File: config.mk
export PLATFORM = sky130hd
export DESIGN_NAME = crc32_link_receive_monitor
export DESIGN_NICKNAME = d
export VERILOG_FILES = /design/src/sv/crclrm_pkg.sv /design/src/sv/crc32_link_receive_monitor.sv
export SDC_FILE = /design/constraint.sdc
export NUM_CORES = 1
export LEC_CHECK = 0
export ABC_AREA = 1
export BUFFER_PORTS_ARGS = -buffer_cell sky130_fd_sc_hd__buf_2
export CAP_MARGIN = 25
export CORE_ASPECT_RATIO = 0.9
export CORE_UTILIZATION = 55
export DETAILED_ROUTE_END_ITERATION = 6
export PLACE_DENSITY = 0.84
export SLEW_MARGIN = 20
export SYNTH_ARGS = -nofsm -noshare
export SYNTH_HDL_FRONTEND = slang
export SYNTH_SLANG_ARGS = --single-unit
File: constraint.sdc
create_clock -name clk -period 5.1 [get_ports clk]
set_clock_uncertainty 0.2 [all_clocks]
set_input_delay 0 -clock clk [delete_from_list [all_inputs] [get_ports clk]]
set_output_delay 0 -clock clk [all_outputs]
set_load 0.05 [all_outputs]
File: src/sv/crclrm_pkg.sv
// Shared types, codes and CRC helper for the CRC-32 link receive monitor.
`timescale 1ns / 1ps

package crclrm_pkg;

	localparam int MAX_PACKET_DEF = 1024;
	localparam logic [23:0] IDLE_MAX = 24'hFFFFFF;
	localparam logic [23:0] TIMEOUT_RESET = 24'd1000;
	localparam logic [31:0] CRC_POLY = 32'hEDB88320;

	typedef enum logic [1:0] {
		KIND_BYTE    = 2'd0,
		KIND_TICK    = 2'd1,
		KIND_LISTEN  = 2'd2,
		KIND_CONNECT = 2'd3
	} kind_t;

	typedef enum logic [1:0] {
		ROLE_NONE   = 2'd0,
		ROLE_SERVER = 2'd1,
		ROLE_CLIENT = 2'd2
	} role_t;

	typedef enum logic [2:0] {
		ST_DISC       = 3'd0,
		ST_LISTEN     = 3'd1,
		ST_CONNECTING = 3'd2,
		ST_CONNECTED  = 3'd3,
		ST_FAILED     = 3'd4
	} link_state_t;

	typedef struct packed {
		logic [7:0]  payload_byte;
		logic        payload_valid;
		logic        packet_end;
		logic        packet_ok;
		link_state_t link_status;
		logic        connect_event;
		logic        disconnect_event;
	} res_t;

	// reflected CRC-32 update over one byte
	function automatic logic [31:0] crc_byte(input logic [31:0] c, input logic [7:0] b);
		logic [31:0] r;
		r = c ^ {24'd0, b};
		for (int i = 0; i < 8; i++) begin
			r = r[0] ? ((r >> 1) ^ CRC_POLY) : (r >> 1);
		end
		return r;
	endfunction

endpackage

File: src/sv/crc32_link_receive_monitor.sv
// Top level of the CRC-32 link receive monitor: packet check, link state and APB registers.
`timescale 1ns / 1ps

// One request is taken per clock while in_ready is high. Each request updates
// the packet checker (byte-wide CRC-32 step, header capture, byte count) and
// the link state machine and writes one result into a two-entry output
// buffer, so requests keep flowing at one per cycle while out_ready is high
// and in_ready drops only when both buffer entries hold results. The
// datagram's first four bytes are its big-endian CRC; the check hashes the
// 32-bit salt register in their place, then the payload. Bytes beyond
// MAX_PACKET are dropped from hashing and output. Registers: 0x0 salt, 0x4
// timeout_ticks (24 bits); write only while the block is idle.
module crc32_link_receive_monitor #(
	parameter int MAX_PACKET = crclrm_pkg::MAX_PACKET_DEF
) (
	input  logic        clk,
	input  logic        arst_n,
	input  logic        psel,
	input  logic        penable,
	input  logic        pwrite,
	input  logic [2:0]  paddr,
	input  logic [31:0] pwdata,
	output logic [31:0] prdata,
	output logic        pready,
	input  logic        in_valid,
	output logic        in_ready,
	input  logic [1:0]  kind,
	input  logic [7:0]  data_byte,
	input  logic        first_byte,
	input  logic        last_byte,
	input  logic [31:0] remote_ip,
	input  logic [15:0] remote_port,
	output logic        out_valid,
	input  logic        out_ready,
	output logic [7:0]  payload_byte,
	output logic        payload_valid,
	output logic        packet_end,
	output logic        packet_ok,
	output logic [2:0]  link_status,
	output logic        connect_event,
	output logic        disconnect_event
);

	localparam int CW = $clog2(MAX_PACKET + 1);
	localparam logic [CW-1:0] CNT_MAX = CW'(MAX_PACKET);
	localparam logic [CW-1:0] HDR_LEN = CW'(4);

	logic [31:0] salt_q;
	logic [23:0] timeout_ticks_q;
	crclrm_pkg::role_t role_q, role_d;
	crclrm_pkg::link_state_t state_q, state_d;
	logic [31:0] peer_ip_q, peer_ip_d;
	logic [15:0] peer_port_q, peer_port_d;
	logic [23:0] idle_q, idle_d, idle_inc;
	logic [31:0] crc_q, crc_d, crc_w, crc_n;
	logic [31:0] hdr_q, hdr_d, hdr_w, hdr_n;
	logic [CW-1:0] cnt_q, cnt_d, cnt_w, cnt_n;
	logic [7:0] salt_byte;
	logic crc_good, peer_match, adopt;
	logic acc;
	crclrm_pkg::res_t res, out_q, skid_q;
	logic out_valid_q, skid_valid_q;

	// configuration port
	assign pready = 1'b1;
	assign prdata = paddr[2] ? {8'd0, timeout_ticks_q} : salt_q;

	always_ff @(posedge clk or negedge arst_n) begin
		if (!arst_n) begin
			salt_q <= '0;
			timeout_ticks_q <= crclrm_pkg::TIMEOUT_RESET;
		end else if (psel && penable && pwrite && pready) begin
			if (paddr[2]) begin
				timeout_ticks_q <= pwdata[23:0];
			end else begin
				salt_q <= pwdata;
			end
		end
	end

	assign in_ready = !skid_valid_q;
	assign acc = in_valid && in_ready;

	always_comb begin
		case (cnt_w[1:0])
			2'd0: salt_byte = salt_q[31:24];
			2'd1: salt_byte = salt_q[23:16];
			2'd2: salt_byte = salt_q[15:8];
			default: salt_byte = salt_q[7:0];
		endcase
	end

	assign idle_inc = (idle_q == crclrm_pkg::IDLE_MAX) ? idle_q : idle_q + 24'd1;

	always_comb begin
		role_d = role_q;
		state_d = state_q;
		peer_ip_d = peer_ip_q;
		peer_port_d = peer_port_q;
		idle_d = idle_q;
		crc_d = crc_q;
		hdr_d = hdr_q;
		cnt_d = cnt_q;
		res = '0;
		res.link_status = state_q;
		cnt_w = first_byte ? '0 : cnt_q;
		crc_w = first_byte ? 32'hFFFFFFFF : crc_q;
		hdr_w = first_byte ? 32'd0 : hdr_q;
		crc_n = crc_w;
		hdr_n = hdr_w;
		cnt_n = cnt_w;
		crc_good = 1'b0;
		adopt = 1'b0;
		peer_match = 1'b0;
		case (crclrm_pkg::kind_t'(kind))
			crclrm_pkg::KIND_BYTE: begin
				if (cnt_w < CNT_MAX) begin
					if (cnt_w < HDR_LEN) begin
						hdr_n = {hdr_w[23:0], data_byte};
						crc_n = crclrm_pkg::crc_byte(crc_w, salt_byte);
					end else begin
						crc_n = crclrm_pkg::crc_byte(crc_w, data_byte);
						res.payload_byte = data_byte;
						res.payload_valid = 1'b1;
					end
					cnt_n = cnt_w + CW'(1);
				end
				crc_d = crc_n;
				hdr_d = hdr_n;
				cnt_d = cnt_n;
				if (last_byte) begin
					res.packet_end = 1'b1;
					crc_good = (cnt_n > HDR_LEN) && ((~crc_n) == hdr_n);
					if (crc_good) begin
						adopt = (role_q == crclrm_pkg::ROLE_SERVER)
							&& (state_q != crclrm_pkg::ST_CONNECTED);
						peer_match = adopt
							|| ((remote_ip == peer_ip_q) && (remote_port == peer_port_q));
						if (adopt) begin
							state_d = crclrm_pkg::ST_CONNECTED;
							peer_ip_d = remote_ip;
							peer_port_d = remote_port;
							res.connect_event = 1'b1;
						end
						if (peer_match) begin
							if ((role_q == crclrm_pkg::ROLE_CLIENT)
								&& (state_q == crclrm_pkg::ST_CONNECTING)) begin
								state_d = crclrm_pkg::ST_CONNECTED;
								res.connect_event = 1'b1;
							end
							idle_d = '0;
							res.packet_ok = 1'b1;
						end
					end
					crc_d = 32'hFFFFFFFF;
					hdr_d = '0;
					cnt_d = '0;
				end
			end
			crclrm_pkg::KIND_TICK: begin
				idle_d = idle_inc;
				if (idle_inc > timeout_ticks_q) begin
					if (state_q == crclrm_pkg::ST_CONNECTING
						|| state_q == crclrm_pkg::ST_CONNECTED) begin
						state_d = (state_q == crclrm_pkg::ST_CONNECTING)
							? crclrm_pkg::ST_FAILED : crclrm_pkg::ST_DISC;
						peer_ip_d = '0;
						peer_port_d = '0;
						idle_d = '0;
						res.disconnect_event = 1'b1;
					end
				end
			end
			crclrm_pkg::KIND_LISTEN: begin
				res.disconnect_event = (state_q == crclrm_pkg::ST_CONNECTED);
				idle_d = '0;
				peer_ip_d = '0;
				peer_port_d = '0;
				role_d = crclrm_pkg::ROLE_SERVER;
				state_d = crclrm_pkg::ST_LISTEN;
			end
			default: begin
				res.disconnect_event = (state_q == crclrm_pkg::ST_CONNECTED);
				idle_d = '0;
				peer_ip_d = remote_ip;
				peer_port_d = remote_port;
				role_d = crclrm_pkg::ROLE_CLIENT;
				state_d = crclrm_pkg::ST_CONNECTING;
			end
		endcase
		res.link_status = state_d;
	end

	always_ff @(posedge clk or negedge arst_n) begin
		if (!arst_n) begin
			role_q <= crclrm_pkg::ROLE_NONE;
			state_q <= crclrm_pkg::ST_DISC;
			peer_ip_q <= '0;
			peer_port_q <= '0;
			idle_q <= '0;
			crc_q <= 32'hFFFFFFFF;
			hdr_q <= '0;
			cnt_q <= '0;
		end else if (acc) begin
			role_q <= role_d;
			state_q <= state_d;
			peer_ip_q <= peer_ip_d;
			peer_port_q <= peer_port_d;
			idle_q <= idle_d;
			crc_q <= crc_d;
			hdr_q <= hdr_d;
			cnt_q <= cnt_d;
		end
	end

	// two-entry output buffer
	always_ff @(posedge clk or negedge arst_n) begin
		if (!arst_n) begin
			out_valid_q <= 1'b0;
			skid_valid_q <= 1'b0;
		end else if (!out_valid_q || out_ready) begin
			if (skid_valid_q) begin
				out_valid_q <= 1'b1;
				skid_valid_q <= 1'b0;
			end else begin
				out_valid_q <= acc;
			end
		end else if (acc) begin
			skid_valid_q <= 1'b1;
		end
	end

	always_ff @(posedge clk) begin
		if (!out_valid_q || out_ready) begin
			out_q <= skid_valid_q ? skid_q : res;
		end
		if (acc && out_valid_q && !out_ready) begin
			skid_q <= res;
		end
	end

	assign out_valid = out_valid_q;
	assign payload_byte = out_q.payload_byte;
	assign payload_valid = out_q.payload_valid;
	assign packet_end = out_q.packet_end;
	assign packet_ok = out_q.packet_ok;
	assign link_status = out_q.link_status;
	assign connect_event = out_q.connect_event;
	assign disconnect_event = out_q.disconnect_event;

	a_skid_behind_out: assert property (@(posedge clk) disable iff (!arst_n)
		skid_valid_q |-> out_valid_q)
		else $error("skid entry held without output entry");

	a_cnt_bound: assert property (@(posedge clk) disable iff (!arst_n)
		cnt_q <= CNT_MAX)
		else $error("byte count beyond MAX_PACKET");

	a_peer_clear: assert property (@(posedge clk) disable iff (!arst_n)
		(state_q != crclrm_pkg::ST_CONNECTING && state_q != crclrm_pkg::ST_CONNECTED)
		|-> (peer_ip_q == '0 && peer_port_q == '0))
		else $error("peer set while link is not active");

	a_connect_status: assert property (@(posedge clk) disable iff (!arst_n)
		(out_valid_q && out_q.connect_event)
		|-> (out_q.link_status == crclrm_pkg::ST_CONNECTED))
		else $error("connect event without connected status");

	a_role_none_idle: assert property (@(posedge clk) disable iff (!arst_n)
		(role_q == crclrm_pkg::ROLE_NONE) |-> (state_q == crclrm_pkg::ST_DISC))
		else $error("link active with no role");

endmodule

Yosys cells after proc, flatten, opt, wreduce, memory -nomap -nowiden
Cells that the tools add are included.
W data, S select, Z words.

cells by class
  add/subtract/negate cells = 2
  magnitude comparators = 4
  eq/ne operators = 19
  muxes and demuxes = 80
  bitwise operators = 21
  reduce and logical (&&, ||, !) cells = 25

operator list
  kind                     count
  $mux W32                 32
  $not A13 Y14             16
  $mux W24                 6
  $mux W16                 6
  $pmux W32 S3             1
  $eq A32 B32 Y1           2
  $xor A32 B8 Y32          2
  $mux W11                 5
  $pmux W16 S3             1
  $pmux W24 S2             1
  $not A32 Y32             1
  $add A24 B1 Y24 const B  1
  $eq A24 B24 Y1 const B   1
  $gt A24 B24 Y1           1
  $mux W3                  8
  $pmux W8 S3              1
  $mux W9                  2
  $eq A16 B16 Y1           1
  $mux W1                  13
  $ne A2 B2 Y1 const B     6
  $add A11 B1 Y11 const B  1
  $gt A11 B3 Y1 const B    1
  $lt A11 B11 Y1 const B   1
  $lt A11 B3 Y1 const B    1
  18 further kinds         40

storage, ports and cells
  flip-flop bits (word level) = 242
  input port bits = 102
  output and inout bits = 51
  word-level logic and storage cells = 177

Longest topological paths before layout
  word-level depth = 30
  mapped depth = 32
  gate-level depth less buffers = 29

Worst setup path after synthesis
OpenSTA, ideal clock, no wires.

  path kind = register to register
  start = register idle_q[0]
  end = register peer_ip_q[0]
  arrival = 4.384 ns
  data required time = 4.770 ns
  path slack = 0.386 ns
  stages on the path, launching flop included = 32
  cells stage by stage = dfrtp_1 ha_1 inv_1 nor2_1 nand2_1 nor3_1 nand3_1 nor2_1 nor3_1 nand4_1 nor3b_1 nand3_1 nor2_1 nand4_1 nor2_1 nand2_1 xnor2_1 ha_1 nand4_1 nor3_1 nand2_1 nand2_1 a31o_2 nand2_1 o21ai_0 inv_2 a21oi_1 nand2_2 buf_6 buf_6 nand2_1 o21ai_1

on the way
  word-level cells in the longest chain between the ends = 5

RTL lines
  item                                               RTL line                           text
  start: declaration                                 crc32_link_receive_monitor.sv:54   logic [23:0] idle_q, idle_d, idle_inc;
  start signal: assignment                           crc32_link_receive_monitor.sv:209  idle_q <= idle_d;
  $add A24 B1 Y24 or $eq A24 B24 Y1 (tied branches)  crc32_link_receive_monitor.sv:93   assign idle_inc = (idle_q == crclrm_pkg::IDLE_MAX) ? idle_q : idle_q + 24'd1;
  $mux W24 (*)                                       crc32_link_receive_monitor.sv:93
  $gt A24 B24 Y1 (*)                                 crc32_link_receive_monitor.sv:162  if (idle_inc > timeout_ticks_q) begin
  $ne A2 B2 Y1 (no line) (*)                         n/a
  $reduce_and A6 Y1 (no line) (*)                    n/a
  end signal: assignment                             crc32_link_receive_monitor.sv:207  peer_ip_q <= peer_ip_d;
  end: declaration                                   crc32_link_receive_monitor.sv:52   logic [31:0] peer_ip_q, peer_ip_d;

Mark *: on every way between the ends. The rest lies on a longest branch, timed or not.
A chain may end at the register's enable or synchronous reset.

Final worst setup path
  start = register idle_q[1]
  end = register peer_port_q[0]

on the way
  word-level cells in the longest chain between the ends = 5

RTL lines
  item                                               RTL line                           text
  $add A24 B1 Y24 or $eq A24 B24 Y1 (tied branches)  crc32_link_receive_monitor.sv:93
  $mux W24 (*)                                       crc32_link_receive_monitor.sv:93
  $gt A24 B24 Y1 (*)                                 crc32_link_receive_monitor.sv:162
  $ne A2 B2 Y1 (no line) (*)                         n/a
  $reduce_and A6 Y1 (no line) (*)                    n/a
  end signal: assignment                             crc32_link_receive_monitor.sv:208  peer_port_q <= peer_port_d;
  end: declaration                                   crc32_link_receive_monitor.sv:53   logic [15:0] peer_port_q, peer_port_d;

Marked as above.

==> results.json <==
{
  "synth_area_leaders": "dfrtp_1 26%, nand2_1 18%, inv_1 6.2%",
  "clk_latency_ns": 0.58,
  "via_per_inst": 5.87,
  "yosysMostFrequentCell": "nand2_1",
  "ys_ff_latch": 242,
  "cts_max_level": 1,
  "leakage_nw": 9.70,
  "cp-start-kind": "register",
  "wl_um": 55400,
  "synthCells": 2326,
  "clkSinkCount": 242,
  "rows": 59,
  "drv_slew": 0,
  "vias": 17444,
  "run_status": "finished with violations",
  "layout-drive-gt1-share_pct": 13.1,
  "critical_path_arrival_ns": 5.33,
  "root_buffer": "clkbuf_16",
  "critPathKind": "register to register",
  "critPathMaxFanout": 24,
  "cts.clk_slew.worst_paths_ns": 0.06,
  "io_buffer_count": 149,
  "synth_common_cells": "781 x nand2_1, 268 x inv_1, 172 x dfrtp_1",
  "layout.cells.non_filler": 2970,
  "grt_pass1_wl_um": 83500,
  "finalCritPeriodShare_pct": 99.6,
  "yosysTopAreaCellShare_pct": 26.4,
  "vdd_drop_max_v": 0.000300,
  "grt_max_degree": 102,
  "synthFlopType": "dfrtp_1",
  "crit_path_frequent_cell": "nand2_1",
  "syn_to_final_growth_pct": 19.7,
  "setup_viol": 0,
  "worstMarginPinSlew_ns": 0.885,
  "failed_checks": "DRC",
  "final-hold-violation-count": 0,
  "max_freq_ghz": 0.197,
  "core_mm2": 0.0290,
  "die_y_um": 165,
  "dp_cells": 2805,
  "final_net_count": 2683,
  "syn_avg_cell_area_um2": 7.01,
  "endpoint_kind": "register",
  "max_stage_delay_ns": 0.41,
  "slew_headroom_pct": 40.7,
  "worstHoldPathType": "input port to register",
  "yosys_warnings": 0,
  "drcViolationCount": 4,
  "synth-seq-area-share_pct": 38.4,
  "detail_route.iter0.violations": 2121,
  "routabilityCongestion": 0.959,
  "synthesis.nets": 2457,
  "die_w_um": 183,
  "cts_tree": "yes",
  "die_area_mm2": 0.0303,
  "synth_cell_type_count": 54,
  "fillers": 2288,
  "cp_data_required_time_ns": 5.35,
  "fin_ws_ns": 0.0217,
  "cts_inserted_buffers": 26,
  "hpwlAfterDp_um": 35100,
  "synth_edf_count": 32,
  "initial_utilization_pct": 56.2,
  "cellPowerDensity_mw_per_mm2": 445,
  "antenna_found_initial": 2,
  "syn_area_mm2": 0.0163,
  "rsz0062_at_grt": "true",
  "tns_ns": 0,
  "crit_path_top_delay_cell": "dfrtp_1",
  "overflow": 0,
  "period_needed_ns": 5.08,
  "async_reset_ff_share_pct": 86.8,
  "dr.pass1.iters": 7,
  "maxCapViolCount": 0,
  "grt_use_total_pct": 34.8,
  "clock_path_buffers": 3,
  "ios": 153,
  "final_antenna_net_count": 0,
  "grt_pass1_vias": 15982,
  "yosysTopAreaCell": "dfrtp_1",
  "routedWlPerCell_um": 18.7,
  "place_ws_ns": -0.140
}
## worst max-delay path: cells and delay by family (launching register included)
kind | cells | cell delay (ns)
simple gates | 19 | 2.58
compound gates | 4 | 0.75
fa+ha+maj | 2 | 0.51
flops | 1 | 0.41
buf+inv | 3 | 0.35
xor+xnor | 1 | 0.15
## final timing paths
check / to / depth (start not counted) / startpoint / slack [ns]
max in group asynchronous: peer_ip_q[20] / 4 / arst_n / 3.24
hold / removal: timeout_ticks_q[0] / 6 / pwrite / 0.03
setup reg to reg: peer_port_q[0] / 29 / idle_q[1] / 0.02
min in group asynchronous: salt_q[27] / 3 / arst_n / 0.39
setup / recovery: peer_port_q[0] / 29 / idle_q[1] / 0.02
hold reg to reg: timeout_ticks_q[2] / 2 / timeout_ticks_q[2] / 0.30
## power by group
| part | leakage (nW) | total [mW] | internal [mW] | switching (mW) |
|---|---|---|---|---|
| sequential | 2.95 | 2.70 | 2.41 | 0.294 |
| clock | 0.418 | 1.96 | 1.09 | 0.869 |
| combinational | 6.33 | 4.03 | 1.27 | 2.76 |
## through the flow
step | util (%) | area [µm²] | hold slack, ns | total power, mW
2_1_floorplan | - | 16300 | -0.496 | 5.39
3_3_place_gp | 59.7 | 17300 | -0.00991 | 6.32
3_5_place_dp | 59.8 | 17400 | -0.00250 | 6.46
4_1_cts | 66.4 | 19300 | 0.00270 | 8.47
5_1_grt | 67.3 | 19500 | 0.0594 | 9.18
6_report | 67.3 | 19500 | 0.0292 | 8.69
## registers in the layout, indices dropped and copies added, names as in the netlist, 2 cells and up
signal,count
idle_q,24
peer_ip_q,32
state_q,3
salt_q,32
crc_q,32
payload_byte,8
link_status,3
cnt_q,11
peer_port_q,16
timeout_ticks_q,24
hdr_q,32
skid_q,16
role_q,2
## layer usage
layer / track usage [%] / up-vias / wire, µm
li1: - / 7940 / -
met1: 45.7 / 8079 / 21000
met2: 56.1 / 1145 / 25400
met3: 5.15 / 280 / 5370
met4: 17.7 / 0 / 3570
met5: 0 / - / 0
## layout by cell type, fill, tap and decap left out, types with 25 or more instances in the layout
cell type	n
xnor2_1	53
dlygate4sd3_1	104
buf_2	148
clkbuf_16	28
o21ai_0	160
o21ai_1	71
dfstp_2	38
dfrtp_1	171
a21oi_1	41
ha_1	29
nand4_1	25
edfxtp_1	32
nor2_1	149
o22ai_1	44
buf_4	25
xor2_1	52
inv_1	268
nand3_1	161
nand2_1	778
## logic make-up (layout without fill, tap and decap cells)
kind of cell | after synthesis | after routing | share of synthesized area (%)
AND/OR/NAND/NOR | 1198 | 1198 | 30.7
buffers and inverters | 372 | 618 | 9.27
AO/OA/AOI/OAI | 370 | 370 | 12.6
flip-flops | 242 | 242 | 38.4
XOR/XNOR | 113 | 113 | 6.65
adder cells (fa/ha/maj) | 29 | 29 | 2.23
other | 1 | 3 | 0.0230
multiplexers | 1 | 1 | 0.0614
## cell type report
type / count / area (µm²) / area share (%)
inverter: 281 / 1050 / 5.41
tap: 396 / 495 / 2.54
clock inverter: 16 / 163 / 0.834
sequential: 242 / 6260 / 32.1
antenna: 2 / 5.00 / 0.0256
timing repair buffer: 289 / 2200 / 11.3
clock buffer: 32 / 703 / 3.60
multi-input combinational: 1712 / 8620 / 44.2
## what timing repair did
item,in CTS,in global routing
hold buffers,103,2
endpoints found under the hold margin,288,6
pin swaps,0,12
gates resized for setup,3,22
buffers inserted,0,5
setup endpoints to repair,49,82
gates cloned,0,4
Note: power is estimated with default switching activity, not from simulation.
